$ cat src/rtl/gtrr_pkg.sv
// ----------------------------------------------------------------------------
// gtrr_pkg
// Shared types, constants and the 5x7 font ROM of the glyph rectangle
// rasterizer.
// ----------------------------------------------------------------------------
package gtrr_pkg;

  localparam int COORD_W            = 18;
  localparam int CURSOR_W           = 16;
  localparam int MAX_RECTS          = 20;
  localparam int CNT_W              = 5;
  localparam int DEF_DISPLAY_WIDTH  = 800;
  localparam int DEF_DISPLAY_HEIGHT = 480;

  localparam logic signed [CURSOR_W:0] CURSOR_MAX = 17'sd32767;

  localparam logic [7:0] CH_DASH  = 8'h2d;
  localparam logic [7:0] CH_SLASH = 8'h2f;
  localparam logic [7:0] CH_COLON = 8'h3a;
  localparam logic [7:0] CH_ZERO  = 8'h30;
  localparam logic [7:0] CH_NINE  = 8'h39;
  localparam logic [7:0] CH_A     = 8'h41;
  localparam logic [7:0] CH_Z     = 8'h5a;

  typedef enum logic [1:0] {ST_IDLE, ST_SCAN, ST_FLUSH} state_t;

  typedef enum logic [2:0] {SH_NONE, SH_GLYPH, SH_DASH, SH_SLASH, SH_COLON} shape_t;

  // five columns, bit 0 of each column is the top row
  typedef logic [0:4][6:0] glyph_t;

  typedef struct packed {
    logic load;
    logic step;
    logic capture;
    logic push;
    logic push_last;
  } ctrl_cmd_t;

  typedef struct packed {
    logic lit;
    logic last_step;
    logic hold_valid;
    logic out_free;
  } ctrl_stat_t;

  function automatic shape_t shape_of(input logic [7:0] ch);
    shape_t sh;
    if ((ch >= CH_ZERO && ch <= CH_NINE) || (ch >= CH_A && ch <= CH_Z)) sh = SH_GLYPH;
    else if (ch == CH_DASH) sh = SH_DASH;
    else if (ch == CH_SLASH) sh = SH_SLASH;
    else if (ch == CH_COLON) sh = SH_COLON;
    else sh = SH_NONE;
    return sh;
  endfunction

  function automatic logic [5:0] glyph_index(input logic [7:0] ch);
    logic [5:0] idx;
    if (ch <= CH_NINE) idx = 6'(ch - CH_ZERO);
    else idx = 6'(ch - CH_A + 8'd10);
    return idx;
  endfunction

  function automatic glyph_t glyph_lookup(input logic [5:0] idx);
    glyph_t g;
    case (idx)
      6'd0:  g = {7'h3e, 7'h51, 7'h49, 7'h45, 7'h3e};
      6'd1:  g = {7'h00, 7'h42, 7'h7f, 7'h40, 7'h00};
      6'd2:  g = {7'h42, 7'h61, 7'h51, 7'h49, 7'h46};
      6'd3:  g = {7'h21, 7'h41, 7'h45, 7'h4b, 7'h31};
      6'd4:  g = {7'h18, 7'h14, 7'h12, 7'h7f, 7'h10};
      6'd5:  g = {7'h27, 7'h45, 7'h45, 7'h45, 7'h39};
      6'd6:  g = {7'h3c, 7'h4a, 7'h49, 7'h49, 7'h30};
      6'd7:  g = {7'h01, 7'h71, 7'h09, 7'h05, 7'h03};
      6'd8:  g = {7'h36, 7'h49, 7'h49, 7'h49, 7'h36};
      6'd9:  g = {7'h06, 7'h49, 7'h49, 7'h29, 7'h1e};
      6'd10: g = {7'h7e, 7'h11, 7'h11, 7'h11, 7'h7e};
      6'd11: g = {7'h7f, 7'h49, 7'h49, 7'h49, 7'h36};
      6'd12: g = {7'h3e, 7'h41, 7'h41, 7'h41, 7'h22};
      6'd13: g = {7'h7f, 7'h41, 7'h41, 7'h22, 7'h1c};
      6'd14: g = {7'h7f, 7'h49, 7'h49, 7'h49, 7'h41};
      6'd15: g = {7'h7f, 7'h09, 7'h09, 7'h09, 7'h01};
      6'd16: g = {7'h3e, 7'h41, 7'h49, 7'h49, 7'h7a};
      6'd17: g = {7'h7f, 7'h08, 7'h08, 7'h08, 7'h7f};
      6'd18: g = {7'h00, 7'h41, 7'h7f, 7'h41, 7'h00};
      6'd19: g = {7'h20, 7'h40, 7'h41, 7'h3f, 7'h01};
      6'd20: g = {7'h7f, 7'h08, 7'h14, 7'h22, 7'h41};
      6'd21: g = {7'h7f, 7'h40, 7'h40, 7'h40, 7'h40};
      6'd22: g = {7'h7f, 7'h02, 7'h0c, 7'h02, 7'h7f};
      6'd23: g = {7'h7f, 7'h04, 7'h08, 7'h10, 7'h7f};
      6'd24: g = {7'h3e, 7'h41, 7'h41, 7'h41, 7'h3e};
      6'd25: g = {7'h7f, 7'h09, 7'h09, 7'h09, 7'h06};
      6'd26: g = {7'h3e, 7'h41, 7'h51, 7'h21, 7'h5e};
      6'd27: g = {7'h7f, 7'h09, 7'h19, 7'h29, 7'h46};
      6'd28: g = {7'h46, 7'h49, 7'h49, 7'h49, 7'h31};
      6'd29: g = {7'h01, 7'h01, 7'h7f, 7'h01, 7'h01};
      6'd30: g = {7'h3f, 7'h40, 7'h40, 7'h40, 7'h3f};
      6'd31: g = {7'h1f, 7'h20, 7'h40, 7'h20, 7'h1f};
      6'd32: g = {7'h3f, 7'h40, 7'h38, 7'h40, 7'h3f};
      6'd33: g = {7'h63, 7'h14, 7'h08, 7'h14, 7'h63};
      6'd34: g = {7'h07, 7'h08, 7'h70, 7'h08, 7'h07};
      6'd35: g = {7'h61, 7'h51, 7'h49, 7'h45, 7'h43};
      default: g = '0;
    endcase
    return g;
  endfunction

  function automatic logic signed [COORD_W-1:0] clamp_hi(
    input logic signed [COORD_W-1:0] v,
    input logic signed [COORD_W-1:0] hi
  );
    logic signed [COORD_W-1:0] r;
    if (v < 0) r = '0;
    else if (v > hi) r = hi;
    else r = v;
    return r;
  endfunction

endpackage

$ cat src/rtl/gtrr_ctrl.sv
// ----------------------------------------------------------------------------
// gtrr_ctrl
// Sequencer: accepts a character, walks the shape steps, hands found
// rectangles from the hold stage to the output stage and flushes the last.
// ----------------------------------------------------------------------------
module gtrr_ctrl
  import gtrr_pkg::*;
(
  input  logic       clk,
  input  logic       rst,
  input  logic       s_tvalid,
  output logic       s_tready,
  input  ctrl_stat_t stat,
  output ctrl_cmd_t  cmd
);

  state_t state;
  state_t state_next;
  logic   advance;

  // a lit step needs the hold stage empty or draining this cycle
  assign advance = !stat.lit || !stat.hold_valid || stat.out_free;

  always_ff @(posedge clk) begin
    if (rst) begin
      state <= ST_IDLE;
    end else begin
      state <= state_next;
    end
  end

  always_comb begin
    state_next = state;
    unique case (state)
      ST_IDLE: begin
        if (s_tvalid) state_next = ST_SCAN;
      end
      ST_SCAN: begin
        if (advance && stat.last_step) state_next = ST_FLUSH;
      end
      ST_FLUSH: begin
        if (!stat.hold_valid || stat.out_free) state_next = ST_IDLE;
      end
      default: state_next = ST_IDLE;
    endcase
  end

  always_comb begin
    s_tready = 1'b0;
    cmd      = '0;
    unique case (state)
      ST_IDLE: begin
        s_tready = 1'b1;
        cmd.load = s_tvalid;
      end
      ST_SCAN: begin
        cmd.step    = advance;
        cmd.capture = stat.lit && advance;
        cmd.push    = stat.lit && advance && stat.hold_valid;
      end
      ST_FLUSH: begin
        cmd.push      = stat.hold_valid && stat.out_free;
        cmd.push_last = stat.hold_valid && stat.out_free;
      end
      default: begin
        s_tready = 1'b0;
      end
    endcase
  end

  a_push_needs_room: assert property (@(posedge clk) disable iff (rst)
    cmd.push |-> stat.out_free)
    else $error("push while output stage is full");

  a_capture_no_clobber: assert property (@(posedge clk) disable iff (rst)
    (cmd.capture && stat.hold_valid) |-> cmd.push)
    else $error("hold stage overwritten");

  a_flush_empties: assert property (@(posedge clk) disable iff (rst)
    (state == ST_FLUSH && state_next == ST_IDLE && stat.hold_valid) |-> cmd.push_last)
    else $error("character ended without final rectangle");

endmodule

$ cat src/rtl/gtrr_datapath.sv
// ----------------------------------------------------------------------------
// gtrr_datapath
// Cursor, character registers, shape step counters, rectangle build and
// clip, hold stage and output stage.
// ----------------------------------------------------------------------------
module gtrr_datapath
  import gtrr_pkg::*;
#(
  parameter int DISPLAY_WIDTH  = DEF_DISPLAY_WIDTH,
  parameter int DISPLAY_HEIGHT = DEF_DISPLAY_HEIGHT
) (
  input  logic        clk,
  input  logic        rst,
  input  ctrl_cmd_t   cmd,
  output ctrl_stat_t  stat,
  input  logic [55:0] s_tdata,
  input  logic        s_tuser,
  output logic        m_tvalid,
  input  logic        m_tready,
  output logic [55:0] m_tdata,
  output logic        m_tuser,
  output logic        m_tlast
);

  localparam logic signed [COORD_W-1:0] X_LIM = COORD_W'(DISPLAY_WIDTH);
  localparam logic signed [COORD_W-1:0] Y_LIM = COORD_W'(DISPLAY_HEIGHT);

  logic signed [11:0] in_origin_x;
  logic signed [11:0] in_origin_y;
  logic [7:0]         in_char;
  logic [3:0]         in_scale;
  logic [15:0]        in_color;

  logic signed [CURSOR_W-1:0] cursor;
  logic signed [CURSOR_W-1:0] base_x;
  logic signed [CURSOR_W:0]   adv_sum;
  logic [6:0]                 adv;

  logic signed [COORD_W-1:0] xbase;
  logic signed [COORD_W-1:0] ybase;
  logic [3:0]                scale_r;
  logic [15:0]               color_r;
  shape_t                    shape_r;
  glyph_t                    glyph_r;
  logic [2:0]                col;
  logic [2:0]                row;
  logic [CNT_W-1:0]          count;

  logic [2:0] dx_u, dy_u, w_u, h_u;
  logic [6:0] px, py, pw, ph;
  logic signed [COORD_W-1:0] x0, y0, x1, y1;
  logic signed [COORD_W-1:0] cxs, cys, cxe, cye;
  logic                      vis;

  logic        hold_valid;
  logic [9:0]  h_xs, h_xe;
  logic [8:0]  h_ys, h_ye;
  logic        h_vis;

  logic [9:0]  o_xs, o_xe;
  logic [8:0]  o_ys, o_ye;
  logic [15:0] o_color;
  logic        shape_lit;
  logic        last_step;
  logic        out_free;

  assign in_origin_x = s_tdata[11:0];
  assign in_origin_y = s_tdata[23:12];
  assign in_char     = s_tdata[31:24];
  assign in_scale    = s_tdata[35:32];
  assign in_color    = s_tdata[51:36];

  assign base_x  = s_tuser ? CURSOR_W'(in_origin_x) : cursor;
  assign adv     = 7'({in_scale, 2'b00}) + 7'({in_scale, 1'b0});
  assign adv_sum = (CURSOR_W+1)'(base_x) + signed'((CURSOR_W+1)'(adv));

  // per-step offsets and size, in glyph pixels
  always_comb begin
    dx_u = '0;
    dy_u = '0;
    w_u  = 3'd1;
    h_u  = 3'd1;
    shape_lit = 1'b1;
    last_step = 1'b1;
    case (shape_r)
      SH_GLYPH: begin
        dx_u = col;
        dy_u = row;
        shape_lit = glyph_r[col][row];
        last_step = (col == 3'd4) && (row == 3'd6);
      end
      SH_DASH: begin
        dy_u = 3'd3;
        w_u  = 3'd5;
      end
      SH_SLASH: begin
        dx_u = col;
        dy_u = 3'd5 - col;
        last_step = (col == 3'd4);
      end
      SH_COLON: begin
        dx_u = 3'd2;
        dy_u = (col == 3'd0) ? 3'd1 : 3'd5;
        last_step = (col == 3'd1);
      end
      default: begin
        shape_lit = 1'b0;
      end
    endcase
  end

  assign px = 7'(dx_u) * 7'(scale_r);
  assign py = 7'(dy_u) * 7'(scale_r);
  assign pw = 7'(w_u) * 7'(scale_r);
  assign ph = 7'(h_u) * 7'(scale_r);

  assign x0 = xbase + signed'(COORD_W'(px));
  assign y0 = ybase + signed'(COORD_W'(py));
  assign x1 = x0 + signed'(COORD_W'(pw));
  assign y1 = y0 + signed'(COORD_W'(ph));

  assign cxs = clamp_hi(x0, X_LIM);
  assign cxe = clamp_hi(x1, X_LIM);
  assign cys = clamp_hi(y0, Y_LIM);
  assign cye = clamp_hi(y1, Y_LIM);
  assign vis = (cxs < cxe) && (cys < cye);

  assign out_free        = !m_tvalid || m_tready;
  assign stat.lit        = shape_lit && (count != CNT_W'(MAX_RECTS));
  assign stat.last_step  = last_step;
  assign stat.hold_valid = hold_valid;
  assign stat.out_free   = out_free;

  always_ff @(posedge clk) begin
    if (rst) begin
      cursor     <= '0;
      hold_valid <= 1'b0;
      m_tvalid   <= 1'b0;
      shape_r    <= SH_NONE;
      col        <= '0;
      row        <= '0;
      count      <= '0;
    end else begin
      if (cmd.load) begin
        cursor  <= (adv_sum > CURSOR_MAX) ? CURSOR_MAX[CURSOR_W-1:0] : adv_sum[CURSOR_W-1:0];
        shape_r <= shape_of(in_char);
        col     <= '0;
        row     <= '0;
        count   <= '0;
      end else if (cmd.step) begin
        if (shape_r == SH_GLYPH && row != 3'd6) begin
          row <= row + 3'd1;
        end else begin
          row <= '0;
          col <= col + 3'd1;
        end
      end
      if (cmd.capture) begin
        hold_valid <= 1'b1;
        count      <= count + CNT_W'(1);
      end else if (cmd.push) begin
        hold_valid <= 1'b0;
      end
      if (cmd.push) begin
        m_tvalid <= 1'b1;
      end else if (m_tready) begin
        m_tvalid <= 1'b0;
      end
    end
  end

  always_ff @(posedge clk) begin
    if (cmd.load) begin
      xbase   <= COORD_W'(base_x);
      ybase   <= COORD_W'(in_origin_y);
      scale_r <= in_scale;
      color_r <= in_color;
      glyph_r <= glyph_lookup(glyph_index(in_char));
    end
    if (cmd.capture) begin
      h_vis <= vis;
      h_xs  <= vis ? cxs[9:0] : '0;
      h_xe  <= vis ? cxe[9:0] : '0;
      h_ys  <= vis ? cys[8:0] : '0;
      h_ye  <= vis ? cye[8:0] : '0;
    end
    if (cmd.push) begin
      o_xs    <= h_xs;
      o_xe    <= h_xe;
      o_ys    <= h_ys;
      o_ye    <= h_ye;
      o_color <= color_r;
      m_tuser <= h_vis;
      m_tlast <= cmd.push_last;
    end
  end

  assign m_tdata = {2'b00, o_color, o_ye, o_xe, o_ys, o_xs};

  a_count_bound: assert property (@(posedge clk) disable iff (rst)
    count <= CNT_W'(MAX_RECTS))
    else $error("rectangle count overrun");

  a_hidden_zero: assert property (@(posedge clk) disable iff (rst)
    (m_tvalid && !m_tuser) |-> (m_tdata[37:0] == '0))
    else $error("hidden rectangle with nonzero bounds");

  a_push_sets_valid: assert property (@(posedge clk) disable iff (rst)
    cmd.push |=> m_tvalid)
    else $error("pushed rectangle not presented");

endmodule

$ cat src/rtl/glyph_text_rect_rasterizer_top.sv
// ----------------------------------------------------------------------------
// glyph_text_rect_rasterizer_top
// Turns a stream of characters into clipped fill rectangles.
// ----------------------------------------------------------------------------
// Input channel s_*: one character per item. tuser carries new_string, which
// reloads the cursor from origin_x before the character is drawn.
// Output channel m_*: one rectangle per item, tuser is the visible flag,
// tlast marks the final rectangle of a character. Characters without a
// shape produce no items but still advance the cursor by 6*scale.
// An item is loaded, scanned one step per glyph bit of the 5x7 scan for
// digits and letters, one step per rectangle for dash, slash and colon
// and a single step otherwise, and then flushed. The scan stalls on a lit
// bit while a rectangle waits in the hold stage and the output stage is
// full. A rectangle waits in the hold stage until the next lit bit or the
// flush moves it to the output stage.
// A stalled receiver backs up the scan; nothing is dropped. The next item is
// accepted while the last rectangle still waits in the output stage.
// Reset clears the cursor to 0 and empties both stages.
// ----------------------------------------------------------------------------
module glyph_text_rect_rasterizer_top
  import gtrr_pkg::*;
#(
  parameter int DISPLAY_WIDTH  = DEF_DISPLAY_WIDTH,
  parameter int DISPLAY_HEIGHT = DEF_DISPLAY_HEIGHT
) (
  input  logic        clk,
  input  logic        rst,
  input  logic        s_tvalid,
  output logic        s_tready,
  // origin_x[11:0], origin_y[23:12], char_code[31:24], scale[35:32],
  // ink_color[51:36], zero pad[55:52]
  input  logic [55:0] s_tdata,
  // new_string
  input  logic        s_tuser,
  output logic        m_tvalid,
  input  logic        m_tready,
  // x_start[9:0], y_start[18:10], x_end[28:19], y_end[37:29],
  // fill_color[53:38], zero pad[55:54]
  output logic [55:0] m_tdata,
  // visible
  output logic        m_tuser,
  output logic        m_tlast
);

  ctrl_cmd_t  cmd;
  ctrl_stat_t stat;

  gtrr_ctrl u_ctrl (
    .clk      (clk),
    .rst      (rst),
    .s_tvalid (s_tvalid),
    .s_tready (s_tready),
    .stat     (stat),
    .cmd      (cmd)
  );

  gtrr_datapath #(
    .DISPLAY_WIDTH  (DISPLAY_WIDTH),
    .DISPLAY_HEIGHT (DISPLAY_HEIGHT)
  ) u_datapath (
    .clk      (clk),
    .rst      (rst),
    .cmd      (cmd),
    .stat     (stat),
    .s_tdata  (s_tdata),
    .s_tuser  (s_tuser),
    .m_tvalid (m_tvalid),
    .m_tready (m_tready),
    .m_tdata  (m_tdata),
    .m_tuser  (m_tuser),
    .m_tlast  (m_tlast)
  );

endmodule

$ cat config.mk
export PLATFORM = sky130hd
export DESIGN_NAME = glyph_text_rect_rasterizer_top
export DESIGN_NICKNAME = d
export VERILOG_FILES = /design/src/rtl/gtrr_pkg.sv /design/src/rtl/gtrr_ctrl.sv /design/src/rtl/gtrr_datapath.sv /design/src/rtl/glyph_text_rect_rasterizer_top.sv
export SDC_FILE = /design/constraint.sdc
export NUM_CORES = 1
export LEC_CHECK = 0
export ABC_AREA = 0
export BUFFER_PORTS_ARGS = -buffer_cell sky130_fd_sc_hd__buf_2
export CAP_MARGIN = 20
export CORE_MARGIN = 2
export CORE_UTILIZATION = 60
export DETAILED_ROUTE_END_ITERATION = 12
export PLACE_DENSITY = 0.83
export RECOVER_POWER = 50
export SETUP_SLACK_MARGIN = 0.1
export SLEW_MARGIN = 10
export SYNTH_ARGS = -nofsm -noshare
export SYNTH_HDL_FRONTEND = slang
export SYNTH_SLANG_ARGS = --single-unit
$ cat constraint.sdc
create_clock -name clk -period 13.5 [get_ports clk]
set_input_delay 2.025 -clock clk [delete_from_list [all_inputs] [get_ports clk]]
set_output_delay 2.025 -clock clk [all_outputs]
set_load 0.02 [all_outputs]
==> flow_metrics.tcl, run 1 <==
set metrics [dict create \
    cap_violations 1 \
    cts_tree "done" \
    status "finished, violations left" \
    wl_per_cell_um 17.37 \
    drive_gt1_share_pct 9.455 \
    post-route-period-util_pct 70.25 \
    max-clock-path-buffers 3 \
    grt_pass1_vias 10680 \
    holdBufCountCts 0 \
    r2r_setup_slack_ns 4.02 \
    drt_iter0_drc 1147 \
    async_flop_share_pct 0 \
    synth_edf_count 178 \
    routed_wl_um 31900 \
    finalClockSkew_ns 0.01540 \
    synthFlopType "edfxtp_1" \
    cp.arrival_ns 9.78 \
    fp.dieH_um 156.8 \
    hold_class "reg2reg" \
    timing.fmax_mhz 105.4 \
    finalHoldViolations 0 \
    avgSynthCellArea_um2 9.977 \
    yosys.area.top_type_share_pct 38.13 \
    io_pins 121 \
    hpwl_um 22850 \
    drv_slew 78 \
    critical_path.max_stage_delay_ns 0.52 \
    cts-root-buf "clkbuf_16" \
    endpoint_kind "flip-flop" \
    cts_made_buffers 23 \
    drt_pre_antenna_iters 6 \
    dieWidth_um 156.8 \
    gp_congestion 0.9494 \
    cts-resized-gates 0 \
    yosys_register_bits 212 \
    fin_util_pct 68.32 \
    antenna_found_initial 0 \
    crit_type "reg2reg" \
    fin_tns_setup_ns 0 \
    violations "max-capacitance violations, max-slew violations" \
    drc_errors 0 \
    netlist_area_um2 14020 \
    rows 55 \
    postCtsSetupBuffers 0 \
    clk_latency_ns 0.51 \
    crit_required_ns 13.80 \
    power.density_nw_per_um2 115.7 \
    synth_top_area_cell "edfxtp_1" \
    ant_nets 0 \
    vias 11190 \
    areaGrowthSynthToFinish_pct 11.02 \
    path_clk_slew_ns 0.06 \
    cp-start-kind "flip-flop" \
    clock_sinks 212 \
    seq_area_frac_synth_pct 42.99 \
    tightest_slew_ns 3.995 \
    rsz0062_at_grt "no" \
    overflow 0 \
    track_usage_pct 26.00 \
    path_max_fanout 22 \
    ys_types 97 \
    ir_drop_uv 82.46 \
    cts_max_level 1 \
    relSlewSlack_pct -166.3 \
    p_leak_nw 6.155 \
    fp.coreArea_um2 22780 \
    slowest_stage "fa_1" \
    port_buffers 114 \
    nets 1693 \
    viasPerCell 6.097 \
    cp_common_cell "ha_1" \
    synth.yosys.warnings 0 \
    setup_viol 0 \
    num_antenna_cells 0 \
    min_period_ns 9.484 \
    synth_area_leaders "edfxtp_1 (38%), ha_1 (10%), dfxtp_1 (4.9%), nand2_1 (3.7%), a21oi_1 (3.2%)" \
    grt_first_pass_wirelength_um 52000 \
    dieArea_um2 24600 \
    start_util_pct 61.54 \
    grt_max_degree 78 \
    netlist_instances 1405 \
]
-- final cells by class --
class | count | area, um2
fillers | 1762 | 7216
clock buffers | 28 | 624.3
clock inverters | 13 | 158.9
flip-flops and latches | 212 | 6026
repair buffers | 124 | 556.8
multi-input cells | 1069 | 7515
well taps | 313 | 391.6
inverters | 77 | 290.3
-- cell families after synthesis --
kind of cell,synth area share (%)
AO/OA/AOI/OAI,17.59
XOR/XNOR,3.928
adder cells (fa/ha/maj),11.85
buffers and inverters,4.106
flip-flops,42.99
multiplexers,2.776
other,0.05358
AND/OR/NAND/NOR,16.70
-- metal layers --
layer	vias up	track usage [%]	wire, um
met3	80	3.545	2375
met2	454	42.46	15070
li1	5396	-	-
met4	0	8.606	899
met1	5264	35.95	13560
met5	-	0	0
-- cell usage after synthesis (18+ instances only) --
cell and number:
a211oi_1 18, a21o_1 26, a21oi_1 91, and2_1 21
clkbuf_1 38, dfxtp_1 34, edfxtp_1 178, ha_1 112
inv_1 75, nand2_1 140, nand3_1 41, nor2_1 113
nor3_1 36, o21ai_0 80, xnor2_1 43, xor2_1 18
-- layout by cell type, fill, tap and decap left out, drive strengths merged, types with 12 or more instances in the layout --
cell    Yosys  layout
edfxtp    178     178
nand2     140     140
nor2      114     114
ha        112     112
clkbuf     40      97
a21oi      92      92
o21ai      84      84
inv        76      77
buf        25      55
xnor2      44      44
nand3      41      41
nor3       36      36
dfxtp      34      34
a21o       27      27
a211oi     22      22
and2       21      21
conb        2      20
nor4       19      19
a31oi      18      18
xor2       18      18
nand2b     17      17
o211ai     16      16
mux2i      13      13
fa         13      13
o21a       12      12
and3       12      12
-- worst paths after layout --
path,cells after the start,start,end
max reg2reg,36,u_datapath.shape_r[0]$_SDFFE_PP0P_,u_datapath.h_ys[1]$_SDFFCE_PN0P_
min reg2reg,0,u_datapath.h_xe[6]$_SDFFCE_PN0P_,u_datapath.o_xe[6]$_DFFE_PP_
min,0,u_datapath.h_xe[6]$_SDFFCE_PN0P_,u_datapath.o_xe[6]$_DFFE_PP_
max,36,u_datapath.shape_r[0]$_SDFFE_PP0P_,u_datapath.h_ys[1]$_SDFFCE_PN0P_
-- where the power goes --
part	internal, mW	switching, mW	total (mW)
registers	0.763	0.0261	0.789
clock network	0.388	0.249	0.638
logic	0.134	0.240	0.374
-- sequential cells by signal, summed over array words and instances, names as in the netlist, 9 cells and up --
signal	cells
u_datapath.h_xe	10
u_datapath.o_xe	10
u_datapath.h_ys	9
u_datapath.color_r	16
u_datapath.o_color	16
u_datapath.h_xs	10
u_datapath.o_ys	9
u_datapath.h_ye	9
u_datapath.xbase	16
u_datapath.glyph_r	35
u_datapath.ybase	12
u_datapath.o_ye	9
u_datapath.cursor	16
u_datapath.o_xs	10
-- worst max-delay path: cells and delay by family, from the launching register on --
kind,cells,cell delay [ns]
compound gates,12,2.85
xor+xnor,3,0.65
fa+ha+maj,6,2.16
buf+inv,4,0.83
flops,1,0.48
simple gates,11,2.31
-- per-stage QoR --
stage | setup WS, ns | hold WS, ns | instances | instance area (um2) | power, mW
2_1_floorplan | 5.804 | 0.4003 | 1423 | 14080 | 1.068
3_3_place_gp | 4.537 | 0.4001 | 1795 | 14870 | 1.153
3_5_place_dp | 4.326 | 0.4045 | 1795 | 14870 | 1.162
4_1_cts | 4.205 | 0.4139 | 1836 | 15650 | 1.800
5_1_grt | 3.361 | 0.4232 | 1836 | 15560 | 1.875
6_report | 4.016 | 0.4147 | 1836 | 15560 | 1.801
Note: power is estimated with default switching activity, not from simulation.
==> run 2: changes to the inputs <==
- clock period: 13.5 -> 9.51 ns (I/O delays scaled with it)
==> run 2 against run 1 <==
  * The flow still finishes with violations (max-capacitance violations, max-slew violations)
  * Die area stayed put
  * Fmax is 7.9% higher
  * Combinational power is 43% higher
  * First-iteration DRC count is 5.7% lower
  * Clock skew is 0.0024 ns lower
  * Highest routed layer unchanged
==> flow_metrics.tcl, run 2 (synthesis gave the netlist of run 1 again) <==
set metrics [dict create \
    combPwrFrac_pct 21.3 \
    endpoint_kind "flip-flop" \
    hold_class "reg2reg" \
    gp_congestion 0.9716 \
    rsz0062_at_grt "no" \
    reg2regPathDepth 35 \
    drt_iter0_drc 1082 \
    endpoint "u_datapath.h_xs[1]$_SDFFCE_PN0P_" \
    p_leak_nw 6.155 \
    drt_pre_antenna_iters 5 \
    drv_slew 72 \
    routed_wl_um 31830 \
    r2r_setup_slack_ns 0.72 \
    post-route-period-util_pct 92.44 \
    violations "max-capacitance violations, max-slew violations" \
    largest_register_ffs 35 \
    busiest_layer "met2" \
    relSlewSlack_pct -147.9 \
    n_fill_cell 1770 \
    dieArea_um2 24600 \
    switching_share_pct 28.42 \
    met2_usage_pct 43.21 \
    cp-start-kind "flip-flop" \
    cp.arrival_ns 9.08 \
    path_max_fanout 22 \
    worstSetupStartpoint "u_datapath.shape_r[0]$_SDFFE_PP0P_" \
    port_buffers 114 \
    crit_type "reg2reg" \
    r2r-end "u_datapath.h_xs[1]$_SDFFCE_PN0P_" \
    power.switching_mw 0.7122 \
    dieWidth_um 156.8 \
    ant_nets 0 \
    finalClockSkew_ns 0.01300 \
    clk_latency_ns 0.51 \
    antenna_found_initial 1 \
    nets 1695 \
    layout_common_cells "edfxtp_1 (178), nand2_1 (140), nor2_1 (112), ha_1 (112), a21oi_1 (91)" \
    fp.coreArea_um2 22780 \
    track_usage_pct 25.73 \
    finalHoldViolations 0 \
    grt_max_degree 94 \
    cp_common_cell "ha_1" \
    crit_required_ns 9.80 \
    tightest_slew_ns 3.718 \
    cts_tree "done" \
    overflow 0 \
    cts-root-buf "clkbuf_16" \
    cap_violations 1 \
    vias 11150 \
    fin_tns_setup_ns 0 \
    holdBufCountCts 0 \
    slowest_stage "fa_1" \
    rows 55 \
    layout_commonest_cell "edfxtp_1" \
    wl_per_cell_um 17.34 \
    cell_internal_pwr_mw 1.794 \
    top_register "u_datapath.glyph_r" \
    grtUsageMet1_pct 35.36 \
    cts_max_level 1 \
    clock_power_share_pct 34.1 \
    max-clock-path-buffers 3 \
    ir_drop_uv 125.2 \
    reg2reg_from "u_datapath.shape_r[0]$_SDFFE_PP0P_" \
    critical_path.max_stage_delay_ns 0.53 \
    min_period_ns 8.791 \
    power.density_nw_per_um2 161.1 \
    sequentialPowerShare_pct 44.6 \
    p_total_mw 2.506 \
    clock_sinks 212 \
    num_antenna_cells 0 \
    grtUsageMet3_pct 2.935 \
    grt_first_pass_wirelength_um 51620 \
    hpwl_um 23270 \
    drive_gt1_share_pct 9.324 \
    start_util_pct 61.54 \
    grt_pass1_vias 10590 \
    areaGrowthSynthToFinish_pct 10.99 \
    timing.fmax_mhz 113.8 \
    io_pins 121 \
    drc_errors 0 \
    viasPerCell 6.070 \
    fp.dieH_um 156.8 \
    status "finished, violations left" \
    path_clk_slew_ns 0.06 \
    setup_viol 0 \
    cts_made_buffers 22 \
]
-- run 2: changes by cell type in the layout (fill, tap and decap cells not counted), sizes merged --
| cell | before | now |
|---|---|---|
| clkinv | 7 | 10 |
| clkbuf | 97 | 94 |
| buf | 55 | 58 |
| inv | 77 | 76 |
| clkinvlp | 3 | 1 |
-- run 2: metrics by stage --
step | util (%) | cells | instance area (um2) | setup slack [ns] | hold WS, ns
2_1_floorplan | - | 1423 | 14080 | 1.814 | 0.4003
3_3_place_gp | 65.31 | 1796 | 14880 | 0.6036 | 0.4001
3_5_place_dp | 65.31 | 1796 | 14880 | 0.3233 | 0.4045
4_1_cts | 68.47 | 1834 | 15600 | 0.2422 | 0.4131
5_1_grt | 68.30 | 1836 | 15560 | 0.1639 | 0.4142
6_report | 68.30 | 1836 | 15560 | 0.7193 | 0.4150
-- run 2: what timing repair did --
action	4_1_cts	5_1_grt
gates resized for setup	0	7
endpoints found under the setup margin	0	39
setup buffers	0	1
-- run 2: cell type report --
| cell class | instances | area, um2 | share of cell area, % |
|---|---|---|---|
| Tap cell | 313 | 391.6 | 2.517 |
| Clock inverter | 13 | 137.6 | 0.8847 |
| Multi-Input combinational cell | 1069 | 7550 | 48.53 |
| Timing Repair Buffer | 127 | 576.8 | 3.708 |
| Sequential cell | 212 | 6026 | 38.73 |
| Clock buffer | 25 | 583.1 | 3.748 |
| Inverter | 77 | 292.8 | 1.882 |
-- run 2: routing by layer --
metal  vias to the layer above  share of wire, %  routed length (um)
met1                      5299                43               13800
met2                       396                48               15420
met5                         -                 0                   0
li1                       5391                 -                   -
met4                         0               2.2                 703
met3                        59               6.0                1903
-- run 2: critical path, delay by kind of cell, from the launching register on --
kind / cells / cell delay (ns)
XOR/XNOR: 2 / 0.47
AO/OA/AOI/OAI: 11 / 2.39
buffers and inverters: 4 / 0.57
AND/OR/NAND/NOR: 12 / 2.47
adder cells (fa/ha/maj): 6 / 2.18
flip-flops: 1 / 0.48
-- run 2: how the worst min path moves through the flow --
stage | endpoint | cells after the start | slack (ns) | startpoint
2_1_floorplan | u_datapath.m_tuser$_DFFE_PP_ | 0 | 0.40 | u_datapath.h_vis$_DFFE_PP_
3_3_place_gp | u_datapath.o_color[4]$_DFFE_PP_ | 0 | 0.40 | u_datapath.color_r[4]$_DFFE_PP_
3_5_place_dp | u_datapath.o_color[2]$_DFFE_PP_ | 0 | 0.40 | u_datapath.color_r[2]$_DFFE_PP_
4_1_cts | u_datapath.o_xe[8]$_DFFE_PP_ | 0 | 0.41 | u_datapath.h_xe[8]$_SDFFCE_PN0P_
5_1_grt | u_datapath.o_xs[3]$_DFFE_PP_ | 0 | 0.41 | u_datapath.h_xs[3]$_SDFFCE_PN0P_
6_report | u_datapath.o_xs[5]$_DFFE_PP_ | 0 | 0.42 | u_datapath.h_xs[5]$_SDFFCE_PN0P_
-- run 2: power groups by stage --
| stage | Sequential [mW] | Combinational, mW | Clock (mW) |
|---|---|---|---|
| floorplan | 1.12 | 0.396 | 0 |
| global placement | 1.13 | 0.509 | 0 |
| detailed placement | 1.13 | 0.516 | 0 |
| CTS | 1.11 | 0.520 | 0.864 |
| global route | 1.12 | 0.589 | 0.898 |
| finish | 1.12 | 0.534 | 0.854 |
==> run 3: changes to the inputs <==
- clock period: 9.51 -> 8.8 ns (I/O delays scaled with it)
==> run 3 against run 2 <==
  * Design area is 1.0% higher
  * The flow still finishes with violations (max-capacitance violations, max-slew violations)
  * Critical path depth is 2 higher
  * Clock power is 11% higher
==> flow_metrics.tcl, run 3 (synthesis gave the netlist of run 1 again) <==
set metrics [dict create \
    status "finished, violations left" \
    violations "max-capacitance violations, max-slew violations" \
    grt_max_degree 86 \
    dieWidth_um 156.8 \
    areaGrowthSynthToFinish_pct 12.14 \
    grt_first_pass_wirelength_um 51740 \
    setup_viol 0 \
    max-clock-path-buffers 3 \
    critical_path.max_stage_delay_ns 0.56 \
    postLayoutSetupSlackWorst_ns 0.5880 \
    cts_max_level 1 \
    hpwl_um 23160 \
    place_inst 1813 \
    holdBufCountCts 0 \
    hold_ws_ns 0.4160 \
    min_period_ns 8.212 \
    rows 55 \
    viasPerCell 6.119 \
    hold_class "reg2reg" \
    clock_sinks 212 \
    crit_required_ns 9.12 \
    num_antenna_cells 0 \
    track_usage_pct 25.77 \
    ir_drop_uv 121.2 \
    nets 1711 \
    path_max_fanout 7 \
    routed_wl_um 32090 \
    timing.fmax_mhz 121.8 \
    gp_congestion 0.9395 \
    drc_errors 0 \
    slowest_stage "fa_1" \
    clk_latency_ns 0.50 \
    largest_register_ffs 35 \
    grt_pass1_vias 10570 \
    fin_tns_setup_ns 0 \
    drv_slew 86 \
    ant_nets 0 \
    drive_gt1_share_pct 10.97 \
    drt_pre_antenna_iters 7 \
    crit_type "reg2reg" \
    post-route-period-util_pct 93.32 \
    cts-root-buf "clkbuf_16" \
    fp.dieH_um 156.8 \
    cp-start-kind "flip-flop" \
    p_leak_nw 6.239 \
    post-place-ws_ns 0.2427 \
    port_buffers 114 \
    vias 11340 \
    cp_common_cell "buf_4" \
    cts_tree "done" \
    layout_commonest_cell "edfxtp_1" \
    path_clk_slew_ns 0.06 \
    rsz0062_at_grt "no" \
    instances_no_fill 1854 \
    wl_per_cell_um 17.31 \
    endpoint_kind "flip-flop" \
    drt_iter0_drc 1237 \
    antenna_found_initial 0 \
    finalClockSkew_ns 0.01297 \
    overflow 0 \
    cap_violations 1 \
    fp.coreArea_um2 22780 \
    layout_common_cells "edfxtp_1 (178), nand2_1 (140), nor2_1 (112)" \
    power.density_nw_per_um2 174.5 \
    cp.arrival_ns 8.53 \
    top_register "u_datapath.glyph_r" \
    relSlewSlack_pct -190.9 \
    start_util_pct 61.54 \
    tightest_slew_ns 4.363 \
    dieArea_um2 24600 \
    io_pins 121 \
    finalHoldViolations 0 \
    cts_made_buffers 22 \
]
run 3: cell type report:
cell class	instances	area [um2]
multi-input combinational	1069	7569
fill	1713	7059
sequential	212	6028
timing repair buffer	143	698.2
clock buffer	26	586.8
tap	313	391.6
inverter	77	292.8
clock inverter	14	152.6
run 3: worst max-delay path, delay by kind of cell (launching register included):
kind / cells / cell delay, ns
adder cells (fa/ha/maj): 6 / 2.11
AND/OR/NAND/NOR: 11 / 2.01
flip-flops: 1 / 0.40
XOR/XNOR: 2 / 0.34
buffers and inverters: 7 / 0.93
AO/OA/AOI/OAI: 11 / 2.21
run 3: layer usage:
layer	track usage [%]	part of all wire, %	routed length, um	up-vias
li1	-	-	-	5425
met1	35.18	43	13780	5365
met2	43.02	48	15250	463
met3	3.185	6.8	2168	91
met4	8.170	2.8	896	0
met5	0	0	0	-
run 3: worst paths after layout:
kind | start | to | slack [ns] | cells after the start
worst min-delay path | u_datapath.color_r[8]$_DFFE_PP_ | u_datapath.o_color[8]$_DFFE_PP_ | 0.42 | 0
worst max register to register | u_datapath.shape_r[0]$_SDFFE_PP0P_ | u_datapath.h_xe[5]$_SDFFCE_PN0P_ | 0.59 | 37
worst max-delay path | u_datapath.shape_r[0]$_SDFFE_PP0P_ | u_datapath.h_xe[5]$_SDFFCE_PN0P_ | 0.59 | 37
worst min register to register | u_datapath.color_r[8]$_DFFE_PP_ | u_datapath.o_color[8]$_DFFE_PP_ | 0.42 | 0
run 3: power breakdown:
part | switching [mW] | leakage (nW) | total [mW] | internal [mW]
combinational | 0.375 | 3.93 | 0.591 | 0.216
sequential | 0.0363 | 1.94 | 1.21 | 1.17
clock | 0.378 | 0.363 | 0.945 | 0.566
total | 0.790 | 6.24 | 2.74 | 1.95
run 3: repair_timing:
item,CTS,global route
setup buffers,0,1
endpoints found under the setup margin,0,39
gates resized for setup,0,15
run 3: through the flow:
step	utilization (%)	power (mW)	area, um2
5_1_grt	69.01	2.858	15720
4_1_cts	69.11	2.736	15740
6_report	69.01	2.743	15720
2_1_floorplan	-	1.638	14080
3_3_place_gp	65.87	1.776	15000
3_5_place_dp	65.87	1.792	15000
